### src/sv/mat_pkg.sv
// package for the microsecond alarm timer
// holds widths, function codes, conversion constants and the stage struct
// no dependencies
package mat_pkg;

	localparam int COUNTER_BITS = 52;

	localparam int FUNC_W    = 2;
	localparam int SEC_IN_W  = 34;
	localparam int NS_W      = 30;
	localparam int SEC_OUT_W = 33;
	localparam int MARGIN_W  = 10;
	localparam int USEC_W    = 20;
	localparam int PROD_W    = SEC_IN_W + USEC_W;
	localparam int WIDE_W    = 65;
	localparam int RND_W     = NS_W + 1;
	localparam int DIV_IN_W  = RND_W - 3;
	localparam int DIV_MUL_W = 29;
	localparam int DIV_P_W   = DIV_IN_W + DIV_MUL_W;
	localparam int DIV_SHIFT = 35;
	localparam int US_W      = 21;

	localparam logic [MARGIN_W-1:0]     MARGIN_RESET = 10'd10;
	localparam logic [COUNTER_BITS-1:0] COUNT_MAX    = '1;
	localparam logic [COUNTER_BITS-1:0] LIMIT_SECS   = COUNT_MAX / 1000000;
	localparam logic [WIDE_W-1:0]       LIMIT_WIDE   = WIDE_W'(LIMIT_SECS);
	localparam logic [WIDE_W-1:0]       MAX_WIDE     = WIDE_W'(COUNT_MAX);

	localparam logic [USEC_W-1:0]    USEC_IN_SEC  = 20'd1000000;
	localparam logic [USEC_W-1:0]    USEC_LAST    = 20'd999999;
	localparam logic [NS_W-1:0]      NS_PER_US    = 30'd1000;
	localparam logic [RND_W-1:0]     ROUND_ADD    = 31'd999;
	localparam logic [DIV_MUL_W-1:0] DIV_MUL      = 29'd274877907;

	typedef enum logic [FUNC_W-1:0] {
		FUNC_TICK   = 2'd0,
		FUNC_SET    = 2'd1,
		FUNC_CANCEL = 2'd2,
		FUNC_READ   = 2'd3
	} func_t;

	typedef struct packed {
		func_t             func;
		logic              clamp;
		logic [PROD_W-1:0] prod;
		logic [US_W-1:0]   us;
	} mat_s2_t;

endpackage

### src/sv/mat_cmd_if.sv
// input channel of the microsecond alarm timer: valid, ready and the item fields
// depends on mat_pkg
interface mat_cmd_if;
	import mat_pkg::*;

	logic                valid;
	logic                ready;
	logic [FUNC_W-1:0]   func;
	logic [SEC_IN_W-1:0] seconds;
	logic [NS_W-1:0]     nanoseconds;

	modport source (output valid, output func, output seconds, output nanoseconds,
		input ready);
	modport sink (input valid, input func, input seconds, input nanoseconds,
		output ready);
endinterface

### src/sv/mat_prep.sv
// input register and alarm time conversion stage
// seconds times one million and rounded-up microseconds of the nanoseconds; depends on mat_pkg
module mat_prep (
	input  logic              clk,
	input  logic              arst_n,
	mat_cmd_if.sink           cmd,
	input  logic              s2_take,
	output logic              s2_valid,
	output mat_pkg::mat_s2_t  s2
);
	import mat_pkg::*;

	logic                s1_valid_q;
	func_t               func_s1;
	logic [SEC_IN_W-1:0] secs_s1;
	logic [NS_W-1:0]     nanos_s1;
	logic                s2_valid_q;
	mat_s2_t             s2_q;
	logic                s1_free;
	logic                s2_free;
	logic [RND_W-1:0]    ns_rnd;
	logic [DIV_P_W-1:0]  div_p;
	mat_s2_t             s2_nx;

	assign s2_free   = !s2_valid_q || s2_take;
	assign s1_free   = !s1_valid_q || s2_free;
	assign cmd.ready = s1_free;
	assign s2_valid  = s2_valid_q;
	assign s2        = s2_q;

	always_comb begin
		ns_rnd      = RND_W'(nanos_s1) + ROUND_ADD;
		div_p       = DIV_P_W'(ns_rnd[RND_W-1:3]) * DIV_P_W'(DIV_MUL);
		s2_nx.func  = func_s1;
		s2_nx.clamp = WIDE_W'(secs_s1) >= LIMIT_WIDE;
		s2_nx.prod  = PROD_W'(secs_s1) * PROD_W'(USEC_IN_SEC);
		s2_nx.us    = div_p[DIV_SHIFT+US_W-1:DIV_SHIFT];
	end

	always_ff @(posedge clk or negedge arst_n) begin
		if (!arst_n) begin
			s1_valid_q <= 1'b0;
			s2_valid_q <= 1'b0;
		end else begin
			if (s1_free) begin
				s1_valid_q <= cmd.valid;
			end
			if (s2_free) begin
				s2_valid_q <= s1_valid_q;
			end
		end
	end

	always_ff @(posedge clk) begin
		if (cmd.valid && s1_free) begin
			func_s1  <= func_t'(cmd.func);
			secs_s1  <= cmd.seconds;
			nanos_s1 <= cmd.nanoseconds;
		end
		if (s1_valid_q && s2_free) begin
			s2_q <= s2_nx;
		end
	end
endmodule

### src/flat_wrapper.sv
// flat-port wrapper written by rule: the top's interface ports become plain ports
module mat_prep_flat import mat_pkg::*;
  (clk, arst_n, s2_take, s2_valid, s2, cmd_valid, cmd_func, cmd_seconds, cmd_nanoseconds, cmd_ready);
  mat_cmd_if cmd_i ();
  input  logic clk;
  input  logic arst_n;
  input  logic s2_take;
  output logic s2_valid;
  output mat_pkg::mat_s2_t s2;
  input wire logic [$bits(cmd_i.valid)-1:0] cmd_valid;
  input wire logic [$bits(cmd_i.func)-1:0] cmd_func;
  input wire logic [$bits(cmd_i.seconds)-1:0] cmd_seconds;
  input wire logic [$bits(cmd_i.nanoseconds)-1:0] cmd_nanoseconds;
  output wire logic [$bits(cmd_i.ready)-1:0] cmd_ready;
  assign cmd_i.valid = cmd_valid;
  assign cmd_i.func = cmd_func;
  assign cmd_i.seconds = cmd_seconds;
  assign cmd_i.nanoseconds = cmd_nanoseconds;
  assign cmd_ready = cmd_i.ready;
  mat_prep u_core (.clk(clk), .arst_n(arst_n), .cmd(cmd_i), .s2_take(s2_take), .s2_valid(s2_valid), .s2(s2));
endmodule
### config.mk
export PLATFORM = sky130hd
export DESIGN_NAME = mat_prep_flat
export DESIGN_NICKNAME = d
export VERILOG_FILES = /design/src/sv/mat_pkg.sv /design/src/sv/mat_cmd_if.sv /design/src/sv/mat_prep.sv /design/src/flat_wrapper.sv
export SDC_FILE = /design/constraint.sdc
export NUM_CORES = 1
export LEC_CHECK = 0
export ABC_AREA = 1
export BUFFER_PORTS_ARGS = -buffer_cell sky130_fd_sc_hd__buf_2
export CAP_MARGIN = 20
export CORE_UTILIZATION = 50
export CTS_CLUSTER_DIAMETER = 30
export CTS_CLUSTER_SIZE = 8
export DETAILED_ROUTE_END_ITERATION = 8
export GPL_TIMING_DRIVEN = 0
export PLACE_DENSITY = 0.67
export SKIP_LAST_GASP = 1
export SLEW_MARGIN = 20
export SYNTH_ARGS = -nofsm -noshare
export SYNTH_HDL_FRONTEND = slang
export SYNTH_SLANG_ARGS = --single-unit
### constraint.sdc
create_clock -name clk -period 10.3 [get_ports clk]
set_input_delay 2.06 -clock clk [delete_from_list [all_inputs] [get_ports clk]]
set_output_delay 2.06 -clock clk [all_outputs]
set_load 0.01 [all_outputs]
==> impl_results.md <==
* Via count at between 15000 and 20000
* Non-filler cells, final at 3841
* Setup bufs post-CTS at 0
* WP data required at approximately 11 ns
* Synth Warn # at 0
* Clock Latency Late Sink at 0.50 ns
* Iteration-0 DRC Markers at around 870
* Die width at about 230 um
* Antenna violations before repair at 0
* Initial Util at between 50% and 60%
* WL per Instance at 19.40 um
* Crit path DAT at about 8.6 ns
* Vias/cell at between 5 and 6
* Synth top area share at 29.53%
* Nets@finish at a little over 4000
* Largest net degree at the start of global routing at 43
* Register area share after synthesis at between 10% and 20%
* Resized Gates After CTS at 0
* Worst-Margin Slew at ~1.1 ns
* Syn Std Cell Area at between 20000 and 30000 sq um
* Multi-input logic area at around 19000 sq um
* Die Area at approximately 55000 sq um
* First-pass GRT wire length at approximately 120000 um
* CTS max path bufs at 2
* Diode count at 0
* Synth cell types at 50
* Area grow syn2layout at 8.701%
* Worst setup path category: reg2reg
* All-Layer GR Usage at between 20% and 30%
* Port-buffer cells at approximately 140
* EDFF count, synth at approximately 140
* Ys async rst share at 1.429%
* Post-DP HPWL at 66320 um
* Mean Syn Cell Area at 9.045 sq um
* Post-synth top flop: edfxtp_1
* WL final at approximately 75000 um
* DRT antenna net count at 0
* Hold slack at between 0.4 and 0.5 ns
* Total grt overflow at 0
* Slew margin rel. at roughly a quarter
* Crit end category: register
* Final worst setup slack at ~1.9 ns
* Worst Setup Start Kind: register
* Dpl cells at about 3800
* Post-synth top cells: 858 x inv_1, 486 x ha_1, 396 x fa_1
* Layout cells sized above 1 at 7.961%
* Worst clock skew at 0.01731 ns
* Setup TNS Final at 0 ns
* Slew Limit Fails at 0
* Root Buffer: clkbuf_16
* RSZ-0062 raised after global routing: false
* Failing checks: DRC
* Yosys reg bits at 140
* Dpl ws at between 2 and 2.5 ns
* Crit-path max cell delay at 0.57 ns
* TritonRoute pass-1 iters at 7
* Hold Path Class: reg2reg
* Die height at roughly 230 um
* H-tree depth at 4
* Max Freq at roughly 0.12 GHz
* Min Tclk post-route at 8.372 ns
* Num ports at 150
* # setup viols final at 0
* DRC viols at 4
* CTS clk-pin slew, worst paths at 0.06 ns
* CTS tree: yes
* Final GP Congestion at 1.012
* Row cnt at 84
* # clock sinks at 140
* Yosys top cell by area: fa_1
* CTS hold repair buffers at 0
* Critical Path Slowest Stage Cell: fa_1
* Max Cap Viol at 0
* Outcome: finished, violations left
* Core Area at roughly 53000 sq um
* Storage cell area at about 4200 sq um
* Syn Inst Count at around 3000
* Top cells by area, synth: fa_1 30%, ha_1 23%, edfxtp_1 15%
* Most frequent cell after synthesis: inv_1
* CP Max Fanout at 8
* Tcrit/Tclk final at 81.28%
* Final hold violations at 0
* Vias in the first global route at between 20000 and 25000
* Total CTS buffers at 17
* Fill cell count at slightly below 5000
path summary, 6_finish.rpt:
| path | slack (ns) | cells past startpoint | endpoint | from |
|---|---|---|---|---|
| worst max register to register | 1.93 | 33 | u_core.s2[20] | u_core.nanos_s1[1] |
| worst max-delay path | 1.93 | 33 | u_core.s2[20] | u_core.nanos_s1[1] |
| worst min register to register | 0.42 | 0 | u_core.s2[76] | u_core.func_s1[0] |
| max in group asynchronous | 8.85 | 1 | u_core.s1_valid_q | arst_n |
| worst min-delay path | 0.42 | 0 | u_core.s2[76] | u_core.func_s1[0] |
| min in group asynchronous | 1.35 | 1 | u_core.s2_valid | arst_n |
per-stage QoR:
| stage | util (%) | area, sq um |
|---|---|---|
| after floorplan | - | 26870 |
| after global placement | 53.91 | 28440 |
| after detailed placement | 54.23 | 28610 |
| after CTS | 55.31 | 29180 |
| after global routing | 55.31 | 29180 |
| final | 55.31 | 29180 |
placed cells by master (no fill, tap or decap), drive strengths merged, types with 3 or more instances in the layout:
cell	instances
xor2	45
a21boi	4
o21bai	20
or2	8
nand3b	3
nand3	74
nor3	32
conb	6
a21o	19
nor4	7
nand4	22
a31oi	24
clkbuf	18
nor2	197
nand2	370
o21a	4
ha	486
edfxtp	138
fa	396
inv	871
o21ai	88
buf	155
clkinv	4
xnor2	16
a21oi	128
cell families after synthesis:
| kind of cell | Yosys count | share of synthesized area (%) |
|---|---|---|
| fa+ha+maj | 882 | 52.18 |
| xor+xnor | 61 | 1.990 |
| compound gates | 297 | 6.343 |
| buf+inv | 872 | 12.28 |
| flops | 140 | 15.62 |
| simple gates | 715 | 11.58 |
| other cells | 1 | 0.01397 |
routing by layer:
metal  vias up  wire [um]  track usage (%)
met5         -          0                0
met1      9787      29430            33.24
met4         0       3316            12.89
met2       386      39780            53.74
li1       9522          -                -
met3       135       2004            2.954
worst max-delay path: cells and delay by family, from the launching register on:
family | cells | cell delay, ns
adder cells (fa/ha/maj) | 8 | 3.73
AND/OR/NAND/NOR | 13 | 1.61
AO/OA/AOI/OAI | 4 | 1.22
buffers and inverters | 8 | 1.14
flip-flops | 1 | 0.34
layout make-up:
class / instances / area share, %
Tap cell: 688 / 2.950
Buffer: 6 / 0.1543
Clock buffer: 18 / 1.471
Multi-Input combinational cell: 1961 / 66.50
Clock inverter: 13 / 0.4845
Inverter: 866 / 11.15
Sequential cell: 140 / 14.37
Timing Repair Buffer: 149 / 2.920
state kept, by name (all words and copies together) (netlist names):
register	cells
u_core.secs_s1	34
u_core.func_s1	2
u_core.s1_valid_q	1
u_core.s2_valid	1
u_core.nanos_s1	30
u_core.s2	72
Power is left out: the tool's default activity adds up to more than one toggle a clock period on the data nets, which glitch-free logic cannot reach.
