`src/sv/mat_pkg.sv`:
```
// package for the microsecond alarm timer
// holds widths, function codes, conversion constants and the stage struct
// no dependencies
package mat_pkg;

	localparam int COUNTER_BITS = 52;

	localparam int FUNC_W    = 2;
	localparam int SEC_IN_W  = 34;
	localparam int NS_W      = 30;
	localparam int SEC_OUT_W = 33;
	localparam int MARGIN_W  = 10;
	localparam int USEC_W    = 20;
	localparam int PROD_W    = SEC_IN_W + USEC_W;
	localparam int WIDE_W    = 65;
	localparam int RND_W     = NS_W + 1;
	localparam int DIV_IN_W  = RND_W - 3;
	localparam int DIV_MUL_W = 29;
	localparam int DIV_P_W   = DIV_IN_W + DIV_MUL_W;
	localparam int DIV_SHIFT = 35;
	localparam int US_W      = 21;

	localparam logic [MARGIN_W-1:0]     MARGIN_RESET = 10'd10;
	localparam logic [COUNTER_BITS-1:0] COUNT_MAX    = '1;
	localparam logic [COUNTER_BITS-1:0] LIMIT_SECS   = COUNT_MAX / 1000000;
	localparam logic [WIDE_W-1:0]       LIMIT_WIDE   = WIDE_W'(LIMIT_SECS);
	localparam logic [WIDE_W-1:0]       MAX_WIDE     = WIDE_W'(COUNT_MAX);

	localparam logic [USEC_W-1:0]    USEC_IN_SEC  = 20'd1000000;
	localparam logic [USEC_W-1:0]    USEC_LAST    = 20'd999999;
	localparam logic [NS_W-1:0]      NS_PER_US    = 30'd1000;
	localparam logic [RND_W-1:0]     ROUND_ADD    = 31'd999;
	localparam logic [DIV_MUL_W-1:0] DIV_MUL      = 29'd274877907;

	typedef enum logic [FUNC_W-1:0] {
		FUNC_TICK   = 2'd0,
		FUNC_SET    = 2'd1,
		FUNC_CANCEL = 2'd2,
		FUNC_READ   = 2'd3
	} func_t;

	typedef struct packed {
		func_t             func;
		logic              clamp;
		logic [PROD_W-1:0] prod;
		logic [US_W-1:0]   us;
	} mat_s2_t;

endpackage

```
`src/sv/mat_rsp_if.sv`:
```
// result channel of the microsecond alarm timer: valid, ready and the result fields
// depends on mat_pkg
interface mat_rsp_if;
	import mat_pkg::*;

	logic                 valid;
	logic                 ready;
	logic [SEC_OUT_W-1:0] now_seconds;
	logic [NS_W-1:0]      now_nanoseconds;
	logic                 alarm_fired;
	logic                 alarm_armed;

	modport source (output valid, output now_seconds, output now_nanoseconds,
		output alarm_fired, output alarm_armed, input ready);
	modport sink (input valid, input now_seconds, input now_nanoseconds,
		input alarm_fired, input alarm_armed, output ready);
endinterface

```
`src/sv/mat_core.sv`:
```
// timer state, alarm compare and result register
// keeps the counter alongside a seconds/microseconds copy for time reads; depends on mat_pkg
module mat_core (
	input  logic                          clk,
	input  logic                          arst_n,
	input  logic [mat_pkg::MARGIN_W-1:0]  margin,
	input  logic                          s2_valid,
	input  mat_pkg::mat_s2_t              s2,
	output logic                          s2_take,
	mat_rsp_if.source                     rsp
);
	import mat_pkg::*;

	logic [COUNTER_BITS-1:0] cnt_q;
	logic [COUNTER_BITS-1:0] cmp_q;
	logic                    armed_q;
	logic [SEC_OUT_W-1:0]    sec_q;
	logic [USEC_W-1:0]       usec_q;
	logic                    out_valid_q;
	logic [SEC_OUT_W-1:0]    now_s_q;
	logic [NS_W-1:0]         now_ns_q;
	logic                    fired_q;
	logic                    armed_out_q;

	logic                    commit;
	logic [COUNTER_BITS-1:0] cnt_inc;
	logic                    cnt_wrap;
	logic                    fire;
	logic [WIDE_W-1:0]       sum;
	logic [COUNTER_BITS-1:0] tgt_c;
	logic [COUNTER_BITS-1:0] floor_w;
	logic [COUNTER_BITS-1:0] target;
	logic                    armed_nx;
	logic                    report;

	assign s2_take = !out_valid_q || rsp.ready;
	assign commit  = s2_valid && s2_take;

	always_comb begin
		cnt_inc  = cnt_q + COUNTER_BITS'(1);
		cnt_wrap = cnt_q == COUNT_MAX;
		fire     = armed_q && (cnt_inc >= cmp_q);
		sum      = WIDE_W'(s2.prod) + WIDE_W'(s2.us);
		tgt_c    = (s2.clamp || sum > MAX_WIDE) ? COUNT_MAX : sum[COUNTER_BITS-1:0];
		floor_w  = cnt_q + COUNTER_BITS'(margin);
		target   = (tgt_c <= floor_w) ? floor_w : tgt_c;
		report   = 1'b0;
		case (s2.func)
			FUNC_TICK: begin
				armed_nx = armed_q && !fire;
			end
			FUNC_SET: begin
				armed_nx = 1'b1;
			end
			FUNC_CANCEL: begin
				armed_nx = 1'b0;
				report   = 1'b1;
			end
			default: begin
				armed_nx = armed_q;
				report   = 1'b1;
			end
		endcase
	end

	always_ff @(posedge clk or negedge arst_n) begin
		if (!arst_n) begin
			cnt_q       <= '0;
			cmp_q       <= '0;
			armed_q     <= 1'b0;
			sec_q       <= '0;
			usec_q      <= '0;
			out_valid_q <= 1'b0;
		end else begin
			if (s2_take) begin
				out_valid_q <= s2_valid;
			end
			if (commit) begin
				armed_q <= armed_nx;
				if (s2.func == FUNC_SET) begin
					cmp_q <= target;
				end
				if (s2.func == FUNC_TICK) begin
					cnt_q <= cnt_inc;
					if (cnt_wrap) begin
						sec_q  <= '0;
						usec_q <= '0;
					end else if (usec_q == USEC_LAST) begin
						sec_q  <= sec_q + SEC_OUT_W'(1);
						usec_q <= '0;
					end else begin
						usec_q <= usec_q + USEC_W'(1);
					end
				end
			end
		end
	end

	always_ff @(posedge clk) begin
		if (commit) begin
			now_s_q     <= report ? sec_q : '0;
			now_ns_q    <= report ? NS_W'(usec_q) * NS_PER_US : '0;
			fired_q     <= (s2.func == FUNC_TICK) && fire;
			armed_out_q <= armed_nx;
		end
	end

	assign rsp.valid           = out_valid_q;
	assign rsp.now_seconds     = now_s_q;
	assign rsp.now_nanoseconds = now_ns_q;
	assign rsp.alarm_fired     = fired_q;
	assign rsp.alarm_armed     = armed_out_q;

`ifndef SYNTH
	a_usec_range: assert property (@(posedge clk) disable iff (!arst_n)
		usec_q < USEC_IN_SEC)
		else $error("microsecond part out of range");

	a_fire_disarms: assert property (@(posedge clk) disable iff (!arst_n)
		out_valid_q && fired_q |-> !armed_out_q)
		else $error("fired result still armed");

	a_set_arms: assert property (@(posedge clk) disable iff (!arst_n)
		commit && s2.func == FUNC_SET |=> armed_q && cmp_q >= $past(floor_w))
		else $error("set alarm left target below floor or not armed");

	a_cancel: assert property (@(posedge clk) disable iff (!arst_n)
		commit && s2.func == FUNC_CANCEL |=> !armed_q)
		else $error("cancel did not disarm");
`endif
endmodule
```
`src/flat_wrapper.sv`:
```
// flat-port wrapper written by rule: the top's interface ports become plain ports
module mat_core_flat import mat_pkg::*;
  (clk, arst_n, margin, s2_valid, s2, s2_take, rsp_valid, rsp_now_seconds, rsp_now_nanoseconds, rsp_alarm_fired, rsp_alarm_armed, rsp_ready);
  mat_rsp_if rsp_i ();
  input  logic clk;
  input  logic arst_n;
  input  logic [mat_pkg::MARGIN_W-1:0] margin;
  input  logic s2_valid;
  input  mat_pkg::mat_s2_t s2;
  output logic s2_take;
  output wire logic [$bits(rsp_i.valid)-1:0] rsp_valid;
  output wire logic [$bits(rsp_i.now_seconds)-1:0] rsp_now_seconds;
  output wire logic [$bits(rsp_i.now_nanoseconds)-1:0] rsp_now_nanoseconds;
  output wire logic [$bits(rsp_i.alarm_fired)-1:0] rsp_alarm_fired;
  output wire logic [$bits(rsp_i.alarm_armed)-1:0] rsp_alarm_armed;
  input wire logic [$bits(rsp_i.ready)-1:0] rsp_ready;
  assign rsp_valid = rsp_i.valid;
  assign rsp_now_seconds = rsp_i.now_seconds;
  assign rsp_now_nanoseconds = rsp_i.now_nanoseconds;
  assign rsp_alarm_fired = rsp_i.alarm_fired;
  assign rsp_alarm_armed = rsp_i.alarm_armed;
  assign rsp_i.ready = rsp_ready;
  mat_core u_core (.clk(clk), .arst_n(arst_n), .margin(margin), .s2_valid(s2_valid), .s2(s2), .s2_take(s2_take), .rsp(rsp_i));
endmodule
```
`config.mk`:
```
export PLATFORM = sky130hd
export DESIGN_NAME = mat_core_flat
export DESIGN_NICKNAME = d
export VERILOG_FILES = /design/src/sv/mat_pkg.sv /design/src/sv/mat_rsp_if.sv /design/src/sv/mat_core.sv /design/src/flat_wrapper.sv
export SDC_FILE = /design/constraint.sdc
export NUM_CORES = 1
export LEC_CHECK = 0
export ABC_AREA = 1
export BUFFER_PORTS_ARGS = -buffer_cell sky130_fd_sc_hd__buf_2
export CAP_MARGIN = 20
export CORE_MARGIN = 2
export CORE_UTILIZATION = 60
export DETAILED_ROUTE_END_ITERATION = 10
export PLACE_DENSITY_LB_ADDON = 0.12
export SETUP_SLACK_MARGIN = 0.05
export SLEW_MARGIN = 10
export SYNTH_ARGS = -nofsm -noshare
export SYNTH_HDL_FRONTEND = slang
export SYNTH_SLANG_ARGS = --single-unit
```
`constraint.sdc`:
```
create_clock -name clk -period 5.2 [get_ports clk]
set_clock_uncertainty 0.05 [all_clocks]
set_input_delay 0.78 -clock clk [delete_from_list [all_inputs] [get_ports clk]]
set_output_delay 0.78 -clock clk [all_outputs]
set_load 0.05 [all_outputs]
```
==> out/results.ini <==
[status]
outcome = finished clean

[sta]
max-slew-margin-rel = 0.433
hold_ws_ps = 181
setup_tns_ps = 0
rsz0062_at_grt = no
fin_crit_sh = 0.923
layout_setup_ws_ps = 403
fmax_mhz = 208
worst_pin_slew_ps = 850
hold_viol = 0
fin_crit_ps = 4800
setup_viol = 0
slew_violations = 0

[critical_path]
slowest_stage = fa_1
crit_chain = fa_1 > inv_1 > fa_1 > fa_1 > inv_1 > fa_1 > ha_1 > nand2_1 > o21ai_0 > a21oi_1 > o21ai_1 > inv_1 > o21bai_1 > a21oi_1 > o21a_1
required_ps = 5460
worst-r2r-setup-slack_ps = 400
r2r-start = u_core.usec_q[0]
cp-end-kind = flip-flop
worstPathArrival_ps = 5060
timing.rr.end = u_core.rsp.now_nanoseconds[20]
crit_type = flip-flop to flip-flop
worstPathMaxFanout = 7
cp_common_cell = fa_1
crit_family = adder cells
crit_start = u_core.usec_q[0]
start_kind = flip-flop
r2r_cells = 15
critPathMaxStageDelay_ps = 610
worst-path-buf-inv = 3

[cts]
cts_buffers = 27
clock_path_buffers = 3
clkTransAtPathRegs_ps = 60
clock-sinks = 221
htreeDepth = 1
clk_latency_ps = 580
cts_tree = built
cts_root_buf = clkbuf_16

[floorplan]
num_rows = 69
io_pins = 159
dieHeight_um = 195
dieArea_um2 = 38100
fp.coreArea_um2 = 35700
initial_utilization = 0.613
fp.dieW_um = 195

[route]
via_per_inst = 5.71
routed_wl_mm = 65.2
dr_total_vias = 21100
dr.pass1.iters = 5
drt_iter0_markers = 1878
drc = 0
routedWlPerCell_um = 17.7
drtAntennaViolNets = 0

[placed_design]
place_congestion = 0.999
placement.io_buffers = 155
dp_hpwl_mm = 52.4
dpl_cell_area_um2 = 23100
preCtsSetupSlack_ps = 46.6

[logic_synthesis]
syn-instance-count = 3077
syn_area_um2 = 21900
ys_seq_area_frac = 0.267
syn_avg_cell_area_um2 = 7.12
synthArstFlopShare = 0.719
synthTopCellsByCount = nand2_1 (956), inv_1 (442), nor2_1 (215), ha_1 (203), a21oi_1 (167)
synth_top_area_share = 0.182
ys_seq_elements = 221
synthTopCellsByArea = dfrtp_1 (18%), nand2_1 (16%), ha_1 (12%)
ys_warn_count = 0
yosys.area.top_type = dfrtp_1
yosysMostFrequentCell = nand2_1
synth-edff-count = 62
synth_cell_types = 48
synth_flop_cell = dfrtp_1

[grt]
track_usage = 0.346
antenna_found_initial = 2
grt_pass1_wl_mm = 105
grt_max_degree = 106
grt_pass1_vias = 20400
overflow = 0

[finish]
fillerInstances = 3159
final_area_um2 = 24100
layout.nets = 3575
drive_gt1_frac = 0.0886
multi_input_area_um2 = 14100
syn_to_final_growth_pct = 10.0
num_antenna_cells = 0
layout.area.seq_um2 = 5840

[min_path]
min_path_type = input pin to async pin

[power_and_ir_drop]
ir_worst_vdd_uv = 374
pwr_density_cell_nw_per_um2 = 366
leakage_nw = 12.2

[run]
drv_cap = 0

[layout by cell type (no fill, tap or decap), drive strengths merged, types with 62 or more instances in the layout]
| cell | netlist | final |
|---|---|---|
| a21oi | 167 | 167 |
| buf | 37 | 176 |
| dfrtp | 159 | 159 |
| edfxtp | 62 | 62 |
| fa | 72 | 72 |
| ha | 203 | 203 |
| inv | 444 | 447 |
| nand2 | 962 | 962 |
| nand3 | 144 | 144 |
| nand4 | 107 | 107 |
| nor2 | 231 | 231 |
| nor3 | 80 | 80 |
| o21ai | 104 | 104 |
| xor2 | 118 | 118 |
[what timing repair did]
item	4_1_cts	5_1_grt
endpoints found under the setup margin	0	4
hold buffers	0	0
resized for setup	0	2
setup buffers	0	0
[cell type report]
| class | instances | share of cell area |
|---|---|---|
| well taps | 461 | 0.0239 |
| multi-input cells | 2337 | 0.584 |
| flip-flops and latches | 221 | 0.242 |
| clock inverters | 15 | 0.00862 |
| inverters | 445 | 0.0693 |
| repair buffers | 176 | 0.0422 |
| clock buffers | 34 | 0.0299 |
[where the power goes]
group | switching, mW | internal [mW]
Clock | 0.798 | 1.19
Sequential | 0.289 | 2.13
Combinational | 2.94 | 1.46
Total | 4.03 | 4.79
[metal layers]
metal  part of all wire  routed length [um]  up-vias  global-route usage
li1                   -                   -    10200                   -
met1               0.44               29000     9876               0.488
met2               0.43               28300      840               0.537
met3              0.087                5680      134              0.0672
met4              0.034                2240        2               0.111
met5            0.00020                  13        -                   0
[cells by family after synthesis]
kind of cell             count (synthesis)  share of synthesized area
AND/OR/NAND/NOR                       1566                      0.306
XOR/XNOR                               160                     0.0640
AO/OA/AOI/OAI                          333                     0.0887
buffers and inverters                  521                     0.0934
other                                    1                   0.000171
flip-flops                             221                      0.267
adder cells (fa/ha/maj)                275                      0.182
[flip-flops by register name (all words and copies together) (netlist names)]
register                    count
u_core.rsp.now_nanoseconds     27
u_core.armed_q                  1
u_core.sec_q                   33
u_core.rsp.now_seconds         33
u_core.usec_q                  20
u_core.cnt_q                   52
u_core.rsp.valid                1
u_core.rsp.alarm_fired          1
u_core.rsp.alarm_armed          1
u_core.cmp_q                   52
[how the worst max path moves through the flow]
stage / to / slack [ps] / depth (start not counted)
finish: u_core.rsp.now_nanoseconds[20] / 400 / 15
global route: u_core.cmp_q[19] / 60 / 31
CTS: u_core.rsp.now_nanoseconds[20] / 380 / 15
detailed placement: u_core.cmp_q[50] / 50 / 31
global placement: u_core.cmp_q[51] / 250 / 27
floorplan: u_core.cmp_q[10] / 580 / 30
[worst register-to-register path, cell delays in order (launching register included)]
cell      delay [ps]
dfrtp_1          500
fa_1             610
inv_1             80
fa_1             510
fa_1             530
inv_1             50
fa_1             450
ha_1             360
nand2_1          120
o21ai_0          340
a21oi_1          210
o21ai_1          250
inv_1             90
o21bai_1         180
a21oi_1           90
o21a_1           130
[through the flow]
step / cells / total power, mW / utilization
after CTS: 3688 / 8.73 / 0.674
after global placement: 3638 / 6.51 / 0.647
after global routing: 3689 / 9.47 / 0.674
after floorplan: 3079 / 5.46 / -
final: 3689 / 8.81 / 0.674
after detailed placement: 3639 / 6.70 / 0.648
(Power assumes the default switching activity.)
